==> config.mk <==
export PLATFORM = sky130hd
export DESIGN_NAME = qrs_disc
export DESIGN_NICKNAME = d
export VERILOG_FILES = /design/src/rtl/qrs_pkg.sv /design/src/rtl/qrs_disc.sv
export SDC_FILE = /design/constraint.sdc
export NUM_CORES = 2
export LEC_CHECK = 0
export ABC_AREA = 0
export BUFFER_PORTS_ARGS = -buffer_cell sky130_fd_sc_hd__buf_4
export CAP_MARGIN = 40
export CORE_MARGIN = 4
export CORE_UTILIZATION = 40
export CTS_CLUSTER_SIZE = 12
export DETAILED_ROUTE_END_ITERATION = 10
export GPL_TIMING_DRIVEN = 0
export PLACE_DENSITY = 0.63
export SLEW_MARGIN = 0
export SYNTH_ARGS = -nofsm -noshare
export SYNTH_HDL_FRONTEND = slang
export SYNTH_SLANG_ARGS = --single-unit
==> constraint.sdc <==
create_clock -name clk -period 3.9 [get_ports clk]
set_clock_uncertainty 0.15 [all_clocks]
set_input_delay 0 -clock clk [delete_from_list [all_inputs] [get_ports clk]]
set_output_delay 0 -clock clk [all_outputs]
set_load 0.02 [all_outputs]
==> src/rtl/qrs_pkg.sv <==
// ----------------------------------------------------------------------------
// qrs_pkg
// shared types and codes of the quadratic root solver
// ----------------------------------------------------------------------------
package qrs_pkg;

	typedef enum logic [1:0] {
		ST_TWO    = 2'd0,
		ST_LINEAR = 2'd1,
		ST_NONE   = 2'd2,
		ST_DEGEN  = 2'd3
	} status_t;

endpackage

==> src/rtl/qrs_disc.sv <==
// ----------------------------------------------------------------------------
// qrs_disc
// two stage front end: products, then discriminant and case decision
// ----------------------------------------------------------------------------
module qrs_disc #(
	parameter int W = 16
) (
	input  logic                  clk,
	input  logic                  arst_n,
	input  logic                  en,
	input  logic                  in_valid,
	input  logic signed [W-1:0]   a,
	input  logic signed [W-1:0]   b,
	input  logic signed [W-1:0]   c,
	output logic                  out_valid,
	output logic [2*W+1:0]        d,
	output logic [3*W+1:0]        pl_out
);
	import qrs_pkg::*;

	logic                  v_s1;
	logic signed [W-1:0]   a_s1, b_s1, c_s1;
	logic signed [2*W-1:0] bb_s1, ac_s1;
	logic                  v_s2;
	logic [2*W+1:0]        d_s2;
	logic [3*W+1:0]        pl_s2;

	logic signed [2*W+2:0] bbx, acx, dd;
	status_t               st;

	always_ff @(posedge clk or negedge arst_n) begin
		if (!arst_n) begin
			v_s1 <= 1'b0;
			v_s2 <= 1'b0;
		end else if (en) begin
			v_s1 <= in_valid;
			v_s2 <= v_s1;
		end
	end

	always_ff @(posedge clk) begin
		if (en) begin
			a_s1  <= a;
			b_s1  <= b;
			c_s1  <= c;
			bb_s1 <= b * b;
			ac_s1 <= a * c;
			d_s2  <= (st == ST_TWO) ? dd[2*W+1:0] : '0;
			pl_s2 <= {a_s1, b_s1, c_s1, st};
		end
	end

	assign bbx = (2*W+3)'(bb_s1);
	assign acx = (2*W+3)'(ac_s1);
	assign dd  = bbx - (acx <<< 2);

	always_comb begin
		priority if (a_s1 == '0) begin
			st = (b_s1 == '0) ? ST_DEGEN : ST_LINEAR;
		end else if (dd < 0) begin
			st = ST_NONE;
		end else begin
			st = ST_TWO;
		end
	end

	assign out_valid = v_s2;
	assign d         = d_s2;
	assign pl_out    = pl_s2;

endmodule

==> results.json <==
{
  "ys_ff_latch": 195,
  "first_global_vias": 20500,
  "r2r_cells": 10,
  "crit_type": "in2reg",
  "clkLatencyLatePin_ps": 500,
  "layout.nets": 3659,
  "setup_viol": 46,
  "chipWidth_um": 266,
  "min_path_cells": 4,
  "syn_nets": 3317,
  "hp-start": "b[0]",
  "grt_max_degree": 101,
  "grtUsageMet1_pct": 26.7,
  "drive_gt1_share_pct": 23.7,
  "reg2reg_slack_ps": 100,
  "ys_warn_count": 0,
  "netlist.area_leader.share_pct": 37.3,
  "synth_area_per_cell_um2": 10.4,
  "worst_setup_path_end_kind": "flip-flop",
  "die-area_mm2": 0.0710,
  "ios": 137,
  "worstPathMaxFanout": 4,
  "path_clk_slew_ps": 80,
  "synth.most_common_cell": "inv_1",
  "synth_edf_count": 193,
  "viasPerCell": 5.03,
  "worst_ep_required_time_ps": 4120,
  "fp.coreArea_mm2": 0.0660,
  "hold_viol_final": 0,
  "initialDrtViolationCount": 1073,
  "synth_ff_type": "edfxtp_1",
  "top_usage_layer": "met2",
  "gp_congestion": 0.922,
  "antenna_found_initial": 5,
  "drv_cap": 0,
  "syn_area_mm2": 0.0267,
  "tightestPinTransition_ps": 737,
  "initial_core_util_pct": 40.5,
  "synthArstFlopShare_pct": 1.03,
  "period_minus_slack_ps": 5380,
  "final_core_util_pct": 51.1,
  "wl_um": 67300,
  "cts.path.max_buffers": 2,
  "drc": 0,
  "synth_area_leaders": "fa_1, edfxtp_1, ha_1, inv_1, and2_1",
  "worst_ep_arrival_time_ps": 5600,
  "r2r-start": "bb_s1[4]$_DFFE_PP_",
  "synth_cells": 2567,
  "rsz0062_at_grt": "yes",
  "ys_seq_area_share_pct": 21.9,
  "grtUsageMet3_pct": 2.88,
  "grt_pass1_wl_um": 107000,
  "port_buffers": 135,
  "timing.final.ws_setup_ps": -1480,
  "vias": 19100,
  "place_ws_ps": -2440,
  "timing.final.crit_share_pct": 138,
  "hold_end": "bb_s1[3]$_DFFE_PP_",
  "netlist_top_cells_count": "inv_1, fa_1, nand2_1",
  "regArea_mm2": 0.00585,
  "root_buffer": "clkbuf_16",
  "fp-row-count": 94,
  "dp_hpwl_um": 51500,
  "yosysTopAreaCell": "fa_1",
  "met2_usage_pct": 32.2,
  "synth_cell_types": 74,
  "relSlewSlack_pct": 50.9,
  "cts_buffers": 17,
  "r2r-end": "pl_out[1]$_DFFE_PP_",
  "grt.total_usage_pct": 19.5,
  "status": "finished with violations",
  "dr.pass1.iters": 7,
  "multi_input_area_mm2": 0.0197,
  "fillCellCount": 5785,
  "grt-ovfl-total": 0,
  "clock_sinks": 195,
  "htree_levels": 4,
  "crit_path_start_kind": "primary input",
  "ant_nets": 0,
  "slew_viol_final": 0,
  "violations": "setup timing",
  "cts_tree": "built",
  "area_growth_pct": 26.3,
  "fmax_ghz": 0.186,
  "fp.dieH_um": 266,
  "min_path_type": "in2reg",
  "fin_tns_setup_ps": -45080,
  "wl_per_cell_um": 17.8
}
==> per-layer routing <==
metal	share of wire (%)	up-vias	wire, µm
li1	-	8618	-
met5	0.019	-	13
met4	2.4	2	1640
met3	5.7	96	3850
met1	43	9885	28600
met2	49	459	33100
==> flip-flops by register name (all words and copies together), names as in the netlist <==
signal and cells:
pl_out 50, c_s1 16, ac_s1 32, d 33, bb_s1 30, b_s1 16, a_s1 16, out_valid 1
v_s1 1
==> metrics by stage <==
stage	cells	instance area, µm²	hold slack, ps
6_report	3787	33700	85.4
5_1_grt	3787	33700	85.0
4_1_cts	3736	32700	36.1
3_5_place_dp	3567	29600	-366
3_3_place_gp	3566	29600	-369
2_1_floorplan	2567	27500	-446
==> repair_timing <==
item                                   CTS  global route
gates cloned                             2             2
endpoints found under the hold margin  149             0
pin swaps                              154           129
hold buffers                            54             0
setup buffers                           85            53
setup endpoints to repair               46            50
resized for setup                      301           171
==> final cells by class <==
type	instances	share of cell area (%)
multi-input cells	1662	58.5
clock inverters	15	0.430
clock buffers	17	1.26
well taps	864	3.21
plain buffers	60	3.10
inverters	644	7.26
diodes	1	0.00742
flip-flops and latches	195	17.3
repair buffers	329	8.94
==> kinds of logic after synthesis <==
kind of cell    count (synthesis)  share of synthesized area, %
compound gates                245                          6.48
xor+xnor                       89                          2.92
fa+ha+maj                     698                          46.7
buf+inv                       710                          10.1
flops                         195                          21.9
mux                             6                         0.239
other cells                     1                        0.0140
simple gates                  623                          11.7
==> worst max-delay path, stage by stage <==
cell and delay, ps:
buf_12 110, clkbuf_16 140, and2_4 150, fa_1 480, inv_2 40, fa_1 550
inv_1 60, fa_2 530, fa_1 430, fa_1 490, inv_1 50, fa_1 490
inv_2 50, ha_4 240, a221oi_2 230, o21ai_1 130, a211o_1 310, and2_4 150
or2_4 250, a211o_1 350, a211o_1 270, nand3_1 90
==> how the worst max path moves through the flow <==
stage,start,to,slack (ps),cells after the start
finish,a[3],ac_s1[30]$_DFFE_PP_,-1480,22
global route,a[3],ac_s1[30]$_DFFE_PP_,-1630,22
CTS,c[5],ac_s1[31]$_DFFE_PP_,-1490,22
detailed placement,c[10],ac_s1[30]$_DFFE_PP_,-2440,20
global placement,c[10],ac_s1[30]$_DFFE_PP_,-2410,20
floorplan,c[4],ac_s1[30]$_DFFE_PP_,-1670,22
==> placed cells by master (no fill, tap or decap), drive strengths merged, types with 6 or more instances in the layout <==
cell type    instances
edfxtp             193
nor3                21
a211oi              10
o31a                 6
xor2                23
clkbuf              62
nand2              231
a21oi               72
xnor2               66
and2               171
nand3               19
nor3b                8
nand2b              15
a21o                36
nor2                92
a31o                 7
nor4                12
and3                11
nand4                7
o31ai                7
o21ai               36
fa                 497
dlygate4sd3         54
buf                290
a211o                7
a31oi                8
or2                  6
nor2b               16
inv                646
clkinv               8
or3                  7
o21a                15
o21bai               6
ha                 201
Power is not shown: default switching activity piles up to over one toggle a cycle in this logic, so the estimate is an artifact.
