[src/rtl/qrs_sqrt.sv]
// ----------------------------------------------------------------------------
// qrs_sqrt
// pipelined digit-by-digit square root of d * 2^(2*FB), one bit per stage
// ----------------------------------------------------------------------------
module qrs_sqrt #(
	parameter int DW = 34,
	parameter int SQ = 34,
	parameter int FB = 16,
	parameter int PW = 50
) (
	input  logic          clk,
	input  logic          arst_n,
	input  logic          en,
	input  logic          in_valid,
	input  logic [DW-1:0] d,
	input  logic [PW-1:0] pl_in,
	output logic          out_valid,
	output logic [SQ-1:0] root,
	output logic [PW-1:0] pl_out
);
	localparam int RW = SQ + 2;
	localparam int XW = 2 * SQ;

	logic          v_s    [SQ+1];
	logic [RW-1:0] rem_s  [SQ+1];
	logic [SQ-1:0] root_s [SQ+1];
	logic [XW-1:0] x_s    [SQ+1];
	logic [PW-1:0] pl_s   [SQ+1];

	assign v_s[0]    = in_valid;
	assign rem_s[0]  = '0;
	assign root_s[0] = '0;
	assign x_s[0]    = XW'(d) << (2 * FB);
	assign pl_s[0]   = pl_in;

	for (genvar k = 0; k < SQ; k++) begin : g_stage
		logic [RW-1:0] rem_n, trial;
		logic          ge;

		assign rem_n = {rem_s[k][RW-3:0], x_s[k][XW-1:XW-2]};
		assign trial = {root_s[k], 2'b01};
		assign ge    = rem_n >= trial;

		always_ff @(posedge clk or negedge arst_n) begin
			if (!arst_n) begin
				v_s[k+1] <= 1'b0;
			end else if (en) begin
				v_s[k+1] <= v_s[k];
			end
		end

		always_ff @(posedge clk) begin
			if (en) begin
				rem_s[k+1]  <= ge ? (rem_n - trial) : rem_n;
				root_s[k+1] <= {root_s[k][SQ-2:0], ge};
				x_s[k+1]    <= x_s[k] << 2;
				pl_s[k+1]   <= pl_s[k];
			end
		end
	end

	assign out_valid = v_s[SQ];
	assign root      = root_s[SQ];
	assign pl_out    = pl_s[SQ];

endmodule

[config.mk]
export PLATFORM = sky130hd
export DESIGN_NAME = qrs_sqrt
export DESIGN_NICKNAME = d
export VERILOG_FILES = /design/src/rtl/qrs_sqrt.sv
export SDC_FILE = /design/constraint.sdc
export NUM_CORES = 2
export LEC_CHECK = 0
export BUFFER_PORTS_ARGS = -buffer_cell sky130_fd_sc_hd__buf_4
export CORE_UTILIZATION = 55
export DETAILED_ROUTE_END_ITERATION = 8
export PLACE_DENSITY = 0.71
export SLEW_MARGIN = 20
export SYNTH_ARGS = -nofsm -noshare
export SYNTH_HDL_FRONTEND = slang
export SYNTH_SLANG_ARGS = --single-unit
[constraint.sdc]
create_clock -name clk -period 6.1 [get_ports clk]
set_input_delay 0 -clock clk [delete_from_list [all_inputs] [get_ports clk]]
set_output_delay 0 -clock clk [all_outputs]
set_load 0.1 [all_outputs]
==> results.md <==
* Final Hold Viols at 0
* R2R depth at 11
* Worst R2R Setup Slack at around 1400 ps
* Post-route cell area at roughly 170000 µm²
* Placed Area at around 160000 µm²
* Root Buffer: clkbuf_16
* CTS Buf Count at about 360
* Mapped cell area at 150700 µm²
* Largest net degree at the start of global routing at 216
* Sequential-to-total area share from yosys stat at 0.7207
* Drt wl/cell at 18.30 µm
* Nets at about 11000
* Worst path slowest cell: o21ai_4
* DRT Pass-1 Iters at 5
* Setup TNS at 0 ps
* Vias/cell at between 5 and 6
* Pre-CTS WS at roughly 1400 ps
* GR Util met3 at 0.02946
* CP Max Fanout at 35
* CP Depth at 11
* CP startpoint: g_stage[26].rem_n[2]
* Most common cell in the netlist: edfxtp_1
* Full die area at between 200000 and 300000 µm²
* GRT Util Overall at 0.1905
* Clk slew on worst S/H paths at around 60 ps
* Area leader, netlist: edfxtp_1
* Hpwl dp at ~180 mm
* Area grow syn2layout at 12.75%
* Clock sink count at 3623
* Via count at between 80000 and 90000
* Comb power frac at 0.159
* Max-cap violations at 0
* EDFF count, synth at 3589
* Main synth FF type: edfxtp_1
* Max Root-Sink Buffers at 4
* Cells after synthesis at between 10000 and 15000
* Post-Syn Area per Cell at around 15 µm²
* Switch share at 0.2576
* Post-synthesis simple-gate area fraction at 0.07079
* Clock Latency Late Sink at 920 ps
* Antenna Violating Nets Remaining at 0
* Cell variety after synth at 93
* H-tree depth at 5
* Starting Density at 0.5547
* Reg2Reg Launch Point: g_stage[26].rem_n[2]
* Core box area at between 200000 and 300000 µm²
* Reg2reg end: g_stage[27].rem_n[35]
* Area fraction in compound gates after synthesis at 0.07515
* Worst path top cell family by delay: compound AO/OA/AOI/OAI gates
* Setup ws final at roughly 1400 ps
* Vias in the first global route at about 80000
* Synth top area share at 0.7151
* Critical Path End Type: register
* Clock period minus worst slack at around 4700 ps
* Crit start category: register
* Post-Synth Adder-Cell Area at 0.04890
* Psw at ~17 mW
* CP Data Arrival Time at between 5000 and 6000 ps
* Pint at about 48 mW
* Mux contribution to synthesized area at 0.01237
* Worst setup endpoint: g_stage[27].rem_n[35]
* Pwr per Cell Area at ~380 nW/µm²
* Worst-path cell chain: ha_1 -> fa_1 -> a211oi_1 -> o21a_1 -> o31ai_1 -> a21oi_1 -> o21ai_0 -> a31oi_1 -> o21ai_4 -> nand4_1 -> xnor2_1
* Met1 Use GR at 0.2341
* Max Clock Skew at about 65 ps
* CP peak stage delay at slightly above 900 ps
* Leak at 63.01 nW
* Critical Path RT at between 6000 and 7000 ps
* # DRC at 0
* PortBufs at about 170
* Die Ht at ~530 µm
* Met2 Usage GRT at 0.3394
* Worst path bufs/invs at 0
* Tot Pwr at 64.45 mW
* Post-Synth XOR/XNOR Area at 0.04812
* Max VDD drop at ~0.00026 V
* Max Freq at between 200 and 250 MHz
* Hold_ws at around 250 ps
* First-pass GRT wire length at between 400 and 500 mm
* Min-Delay Path Class: in2reg
* Fin. max-slew vios at 0
* Placer congestion estimate at 0.9276
* Antenna violations before repair at 1
* Commonest cells in the netlist: edfxtp_1, inv_1, nand2_1
* Main area contributors after synthesis: edfxtp_1, ha_1, xnor2_1, xor2_1, inv_1
* #FFs+latches synth at 3623
* Final setup viols at 0
* Die W at roughly 530 µm
* Fin crit share at 0.7643
* RSZ-0062 raised after global routing: no
* Clock share of power at 0.340
* # rows at ~190
* Drt total wl at 266.3 mm
* GR peak layer: met2
* Postcts setup bufs at 0
* CTS tree: done
* Status: finished, final reports clean
* Worst-Margin Slew at roughly 1200 ps
* Synth Warn # at 0
* Slew HR at 0.2093
* WS Path Type: reg2reg
* Sequential share of power at 0.501
* Layout cells sized above 1 at 0.09294
* Global route overflow at 0
* Main combinational cell family by area after synthesis: compound AO/OA/AOI/OAI gates
* # IOs at ~170
* Iter 0 DRT Violations at around 6000
* Ys async rst share at 0.009384
-- metrics by stage --
stage	utilization	cells
3_3_place_gp	0.5756	13707
6_report	0.6254	14547
4_1_cts	0.6253	14544
2_1_floorplan	-	10083
3_5_place_dp	0.5756	13707
5_1_grt	0.6254	14546
-- worst min-delay path by stage --
stage,startpoint,endpoint,slack [ps],cells past startpoint
after global placement,arst_n,v_s[2],-40,1
after CTS,pl_in[44],pl_s[1694],230,3
after global routing,d[17],x_s[2295],260,3
after floorplan,arst_n,out_valid,-300,0
final,en,pl_s[1660],250,2
after detailed placement,arst_n,out_valid,-30,1
-- what timing repair did --
action | in CTS | in global routing
hold buffers | 175 | 0
endpoints found under the hold margin | 224 | 0
gates resized for setup | 0 | 0
-- metal layers --
metal / wire length [µm] / up-vias
met5: 0 / -
met4: 9572 / 0
met3: 11760 / 601
met2: 135100 / 1860
met1: 109900 / 38976
li1: - / 38946
-- cell families (layout without fill, tap and decap cells) --
family,after synthesis,in the layout
buffers and inverters,901,1793
xor gates and xnor gates,828,828
other,1,4
DFF,3623,3623
and+or+nand+nor,2165,2165
muxes,166,166
adders and majority gates,580,580
AOI/OAI and AO/OA,1818,1818
-- power groups by stage --
| stage | Combinational, mW | Sequential [mW] | Clock, mW |
|---|---|---|---|
| CTS | 10.2 | 32.3 | 22.5 |
| global placement | 9.78 | 32.7 | 0 |
| finish | 10.2 | 32.3 | 21.9 |
| detailed placement | 10.1 | 32.8 | 0 |
| global route | 11.4 | 32.6 | 23.5 |
| floorplan | 7.41 | 32.2 | 0 |
-- cells in the final DEF, fill, tap and decap left out, types with 109 or more instances in the layout --
cell	n
inv_1	709
nand2b_1	109
nor2_1	480
buf_4	224
o21ai_0	499
nor3_1	223
a21oi_1	508
xor2_1	375
edfxtp_1	3589
dlygate4sd3_1	174
xnor2_1	453
a21o_1	240
mux2_2	162
ha_1	565
nand2_1	625
clkbuf_16	370
nand3_1	138
-- registers in the layout (all words and copies together), names as in the netlist --
| name | flops |
|---|---|
| x_s | 272 |
| out_valid | 1 |
| root | 33 |
| v_s | 33 |
| pl_out | 50 |
| g_stage.trial | 528 |
| pl_s | 1650 |
| g_stage.rem_n | 1056 |
-- final cells by class --
| cell class | count | area, µm² |
|---|---|---|
| Sequential cell | 3623 | 108600 |
| Fill cell | 19249 | 101800 |
| Multi-Input combinational cell | 5559 | 38610 |
| Clock buffer | 442 | 9579 |
| Tap cell | 3570 | 4467 |
| Timing Repair Buffer | 417 | 3796 |
| Inverter | 714 | 2680 |
| Clock inverter | 220 | 2168 |
| Antenna cell | 2 | 5.005 |
No activity file was read; power rests on OpenSTA's default activity.
