`src/rtl/qrs_div.sv`:
```
// ----------------------------------------------------------------------------
// qrs_div
// pipelined unsigned restoring divider, one quotient bit per stage
// ----------------------------------------------------------------------------
module qrs_div #(
	parameter int NW  = 33,
	parameter int DNW = 17,
	parameter int PW  = 3
) (
	input  logic           clk,
	input  logic           arst_n,
	input  logic           en,
	input  logic           in_valid,
	input  logic [NW-1:0]  num,
	input  logic [DNW-1:0] den,
	input  logic [PW-1:0]  pl_in,
	output logic           out_valid,
	output logic [NW-1:0]  quot,
	output logic [PW-1:0]  pl_out
);
	logic           v_s  [NW+1];
	logic [DNW-1:0] r_s  [NW+1];
	logic [NW-1:0]  n_s  [NW+1];
	logic [DNW-1:0] d_s  [NW+1];
	logic [PW-1:0]  pl_s [NW+1];

	assign v_s[0]  = in_valid;
	assign r_s[0]  = '0;
	assign n_s[0]  = num;
	assign d_s[0]  = den;
	assign pl_s[0] = pl_in;

	for (genvar k = 0; k < NW; k++) begin : g_stage
		logic [DNW:0] t, dx;
		logic         ge;

		assign t  = {r_s[k], n_s[k][NW-1]};
		assign dx = {1'b0, d_s[k]};
		assign ge = t >= dx;

		always_ff @(posedge clk or negedge arst_n) begin
			if (!arst_n) begin
				v_s[k+1] <= 1'b0;
			end else if (en) begin
				v_s[k+1] <= v_s[k];
			end
		end

		always_ff @(posedge clk) begin
			if (en) begin
				r_s[k+1]  <= ge ? DNW'(t - dx) : t[DNW-1:0];
				n_s[k+1]  <= {n_s[k][NW-2:0], ge};
				d_s[k+1]  <= d_s[k];
				pl_s[k+1] <= pl_s[k];
			end
		end
	end

	assign out_valid = v_s[NW];
	assign quot      = n_s[NW];
	assign pl_out    = pl_s[NW];

endmodule

```
`config.mk`:
```
export PLATFORM = sky130hd
export DESIGN_NAME = qrs_div
export DESIGN_NICKNAME = d
export VERILOG_FILES = /design/src/rtl/qrs_div.sv
export SDC_FILE = /design/constraint.sdc
export NUM_CORES = 2
export LEC_CHECK = 0
export ABC_CLOCK_PERIOD_IN_PS = 6500
export BUFFER_PORTS_ARGS = -buffer_cell sky130_fd_sc_hd__buf_4
export CAP_MARGIN = 20
export CORE_MARGIN = 3
export CORE_UTILIZATION = 35
export DETAILED_ROUTE_END_ITERATION = 6
export HOLD_SLACK_MARGIN = 0.02
export PLACE_DENSITY = 0.52
export SLEW_MARGIN = 40
export SYNTH_ARGS = -nofsm -noshare
export SYNTH_HDL_FRONTEND = slang
export SYNTH_SLANG_ARGS = --single-unit
```
`constraint.sdc`:
```
create_clock -name clk -period 6.5 [get_ports clk]
set_input_delay 0.975 -clock clk [delete_from_list [all_inputs] [get_ports clk]]
set_output_delay 0.975 -clock clk [all_outputs]
set_load 0.01 [all_outputs]
```
==> tab_implementation.tex <==
\begin{tabular}{lr}
\hline
Metric & Value \\
\hline
\multicolumn{2}{l}{\textbf{Outcome}} \\
\quad Result of the run & completed \\
\multicolumn{2}{l}{\textbf{Die}} \\
\quad CORE AREA & 292000 um\^{}2 \\
\quad Effective utilization at floorplan & a little over a third \\
\quad Standard-cell row count & 198 \\
\quad Die boundary width & between 500 and 600 um \\
\quad Area of the die & roughly 300000 um\^{}2 \\
\quad I/O pin count & 94 \\
\quad Die boundary height & around 550 um \\
\multicolumn{2}{l}{\textbf{Timing}} \\
\quad Setup repair after global routing missed its margin & false \\
\quad Transition at the pin with the smallest max-transition slack & 0.893 ns \\
\quad Peak clock frequency supported by timing & between 200 and 300 MHz \\
\quad Fin crit share & around three fifths \\
\quad Final Skew & 0.0377 ns \\
\quad Count of endpoints failing hold in the final timing report & 0 \\
\quad Worst relative slew slack & between 40 and 50\% \\
\quad Final worst path period need & between 3 and 4 ns \\
\quad Setup violations, final & 0 \\
\quad Setup\_tns & 0 ns \\
\quad Hold Slack & roughly 0.3 ns \\
\quad Slew Viols, Final & 0 \\
\multicolumn{2}{l}{\textbf{Global route}} \\
\quad Global-route wire length before repair & $\sim$320000 um \\
\quad Via count of the first global-routing pass & approximately 57000 \\
\quad Aggregate global-route resource usage & between 10 and 15\% \\
\quad Total congestion overflow & 0 \\
\quad Antenna violations before repair & 4 \\
\quad Largest net degree at the start of global routing & about 160 \\
\multicolumn{2}{l}{\textbf{Yosys}} \\
\quad Synthesis warning total & 0 \\
\quad Cell with the most instances after synthesis & edfxtp\_1 \\
\quad Number of flops mapped to enable cells by yosys & 2276 \\
\quad Async set-reset flop share out of synthesis & under 10\% \\
\quad Fraction of post-synthesis cell area in the top cell type by area & 66.4\% \\
\quad Most frequent cells after synthesis & 2276 x edfxtp\_1, 688 x inv\_1, 546 x ha\_1 \\
\quad Synth area leaders & edfxtp\_1 66\%, ha\_1 6.6\%, mux2\_2 2.9\% \\
\quad Syn Std Cell Area & around 100000 um\^{}2 \\
\quad Mean cell area of the mapped netlist & 14.2 um\^{}2 \\
\quad Synthesized instance count & 7265 \\
\quad Post-synthesis net count & between 7000 and 8000 \\
\quad Cell taking the most area after synthesis & edfxtp\_1 \\
\quad Post-synthesis sequential element count & 2309 \\
\quad Most common flop cell mapped by yosys & edfxtp\_1 \\
\quad Unique masters post-synth & 84 \\
\quad Share of the yosys chip area belonging to registers & between 60 and 70\% \\
\multicolumn{2}{l}{\textbf{Clock tree}} \\
\quad Maximum level of the CTS H-tree & 5 \\
\quad Root buffer selected by CTS & clkbuf\_16 \\
\quad Cts bufs inserted & $\sim$270 \\
\quad Number of clock sinks & 2309 \\
\quad Insertion delay to the later sink of the worst-skew pair & roughly 0.86 ns \\
\quad Maximum clock path buffer count & 4 \\
\quad Post-CTS Setup Repair Bufs & 0 \\
\quad Hold-fix buffer count after cts & 1 \\
\quad Clock tree from TritonCTS & built \\
\quad Post-cts resize count & 0 \\
\quad Clock slew seen by the registers of the worst setup and hold paths & 0.06 ns \\
\multicolumn{2}{l}{\textbf{Critical path}} \\
\quad Critical register-to-register path startpoint & g\_stage[26].t[0] \\
\quad Arrival time reported for the critical path endpoint & $\sim$4.4 ns \\
\quad Delay-heaviest family, CP & compound AO/OA/AOI/OAI gates \\
\quad Depth of the critical timing path with buffers and inverters included & 11 \\
\quad Req. time, crit path & $\sim$7.1 ns \\
\quad Cell at the slowest stage of the critical path & o41ai\_4 \\
\quad Type of the worst setup path & flip-flop to flip-flop \\
\quad Critical path peak fanout & 21 \\
\quad Cell depth of the worst flop-to-flop path & 11 \\
\quad Worst path max stage delay & between 0.5 and 0.6 ns \\
\quad Sum of buffers and inverters on the critical path & 3 \\
\quad Worst reg2reg path endpoint & g\_stage[27].t[2] \\
\quad FF-to-FF setup slack & between 2 and 3 ns \\
\quad Kind of start point of the critical path & flip-flop \\
\quad Worst Setup End Kind & flip-flop \\
\quad Crit-path cells & inv\_1, ha\_1, inv\_1, fa\_1, a21o\_1, a221o\_1, a221oi\_4, a211oi\_1, o41ai\_4, buf\_4, mux2\_2 \\
\quad Most Frequent Cell on Critical Path & inv\_1 \\
\quad Setup crit start & g\_stage[26].t[0] \\
\quad End point of the critical path & g\_stage[27].t[2] \\
\multicolumn{2}{l}{\textbf{Power}} \\
\quad Maximum ir drop on the vdd rail & 0.208 mV \\
\quad Total Power & 54.3 mW \\
\quad Lkg Pwr & 44.3 nW \\
\quad Power density over the cells & between 400 and 500 nW/um\^{}2 \\
\multicolumn{2}{l}{\textbf{Placed design}} \\
\quad Hpwl dp & around 130000 um \\
\quad Global placement routability congestion & approximately 0.86 \\
\quad Buffers on Ports & 93 \\
\multicolumn{2}{l}{\textbf{Routing}} \\
\quad Number of vias after detailed routing & roughly 57000 \\
\quad Initial detailed-routing violation count & about 4100 \\
\quad Number of vias per cell & 4.87 \\
\quad Total wire length after detailed routing & a little under 200000 um \\
\quad Final routed wire length divided by cell count & between 15 and 20 um \\
\quad DRC Markers & 0 \\
\quad Number of nets with antenna violations after detailed routing & 0 \\
\quad Number of search-and-repair iterations in the first detailed-routing pass & 5 \\
\multicolumn{2}{l}{\textbf{Hold path}} \\
\quad Worst min-delay path category & input port to flip-flop \\
\multicolumn{2}{l}{\textbf{Final layout}} \\
\quad Fraction of layout cells with a size suffix above 1 & $\sim$11\% \\
\quad Final \#Nets & approximately 8200 \\
\quad Area growth syn-to-layout & 13.8\% \\
\multicolumn{2}{l}{\textbf{Run}} \\
\quad Number of max-cap violations & 0 \\
\hline
\end{tabular}
[worst min path at each step]
stage                   from               end  slack (ns)  cells after the start
finish               num[28]         n_s[1085]        0.30                      1
global placement     pl_s[8]           pl_s[5]        0.40                      0
CTS                  num[28]         n_s[1085]        0.19                      1
floorplan           n_s[823]  g_stage[10].t[0]        0.40                      0
detailed placement  n_s[823]  g_stage[10].t[0]        0.40                      0
global route         num[29]         n_s[1086]        0.23                      1
[sequential cells by signal, indices dropped and copies added, names as in the netlist]
name	flops
quot	33
pl_out	3
out_valid	1
v_s	32
d_s	544
g_stage.t	576
pl_s	96
n_s	1024
[layout by cell type (no fill, tap or decap), types with 49 or more instances in the layout]
| master | netlist | final |
|---|---|---|
| ha_1 | 546 | 546 |
| and3_1 | 55 | 55 |
| inv_1 | 688 | 688 |
| nor3_1 | 101 | 101 |
| nor2b_1 | 67 | 67 |
| o21ai_0 | 414 | 413 |
| buf_4 | 39 | 125 |
| a21oi_1 | 430 | 429 |
| mux2_2 | 268 | 268 |
| a211oi_1 | 55 | 55 |
| o21a_1 | 75 | 71 |
| xor2_1 | 177 | 176 |
| edfxtp_1 | 2276 | 2276 |
| nand4_1 | 61 | 61 |
| nand2b_1 | 49 | 49 |
| clkbuf_16 | 0 | 280 |
| xnor2_1 | 210 | 210 |
| nand3_1 | 67 | 67 |
| nand2_1 | 434 | 433 |
| nor2_1 | 311 | 311 |
| clkinv_1 | 1 | 58 |
| clkbuf_1 | 75 | 49 |
| a21o_1 | 192 | 192 |
| a31oi_1 | 54 | 50 |
| o21bai_1 | 61 | 61 |
[layer usage]
layer	GRT usage (%)	wire length, um	vias to the layer above
met2	21.2	93000	1138
met4	4.51	6480	0
li1	-	-	27832
met5	0	0	-
met1	17.2	88500	27471
met3	1.97	8620	391
[power breakdown]
group / internal [mW] / switching (mW) / leakage (nW)
logic: 8.06 / 9.96 / 17.5
clock network: 8.50 / 5.99 / 4.13
registers: 20.3 / 1.53 / 22.7
[logic make-up after synthesis]
| family | count (synthesis) | share of synthesized area, % |
|---|---|---|
| muxes | 311 | 3.35 |
| adders and majority gates | 577 | 7.24 |
| xor gates and xnor gates | 387 | 3.29 |
| buffers and inverters | 829 | 3.20 |
| AOI/OAI and AO/OA | 1571 | 9.79 |
| and+or+nand+nor | 1281 | 5.88 |
| DFF | 2309 | 67.2 |
[final cells by class]
cell class                      count  area [um^2]
Timing Repair Buffer              146         1380
Fill cell                       27208       175000
Multi-Input combinational cell   4127        30500
Tap cell                         3900         4880
Clock buffer                      329         7190
Inverter                          690         2590
Sequential cell                  2309        69200
Antenna cell                        4         10.0
Clock inverter                    153         1270
[metrics by stage]
| step | std cells | worst slack (ns) | area (um^2) | util (%) |
|---|---|---|---|---|
| 6_report | 11658 | 2.67 | 117000 | 40.1 |
| 3_5_place_dp | 11168 | 2.66 | 108000 | 37.2 |
| 4_1_cts | 11651 | 2.65 | 117000 | 40.1 |
| 5_1_grt | 11656 | 2.42 | 117000 | 40.1 |
| 3_3_place_gp | 11166 | 2.70 | 108000 | 37.1 |
| 2_1_floorplan | 7265 | 3.33 | 103000 | - |
Note: power is estimated with default switching activity, not from simulation.
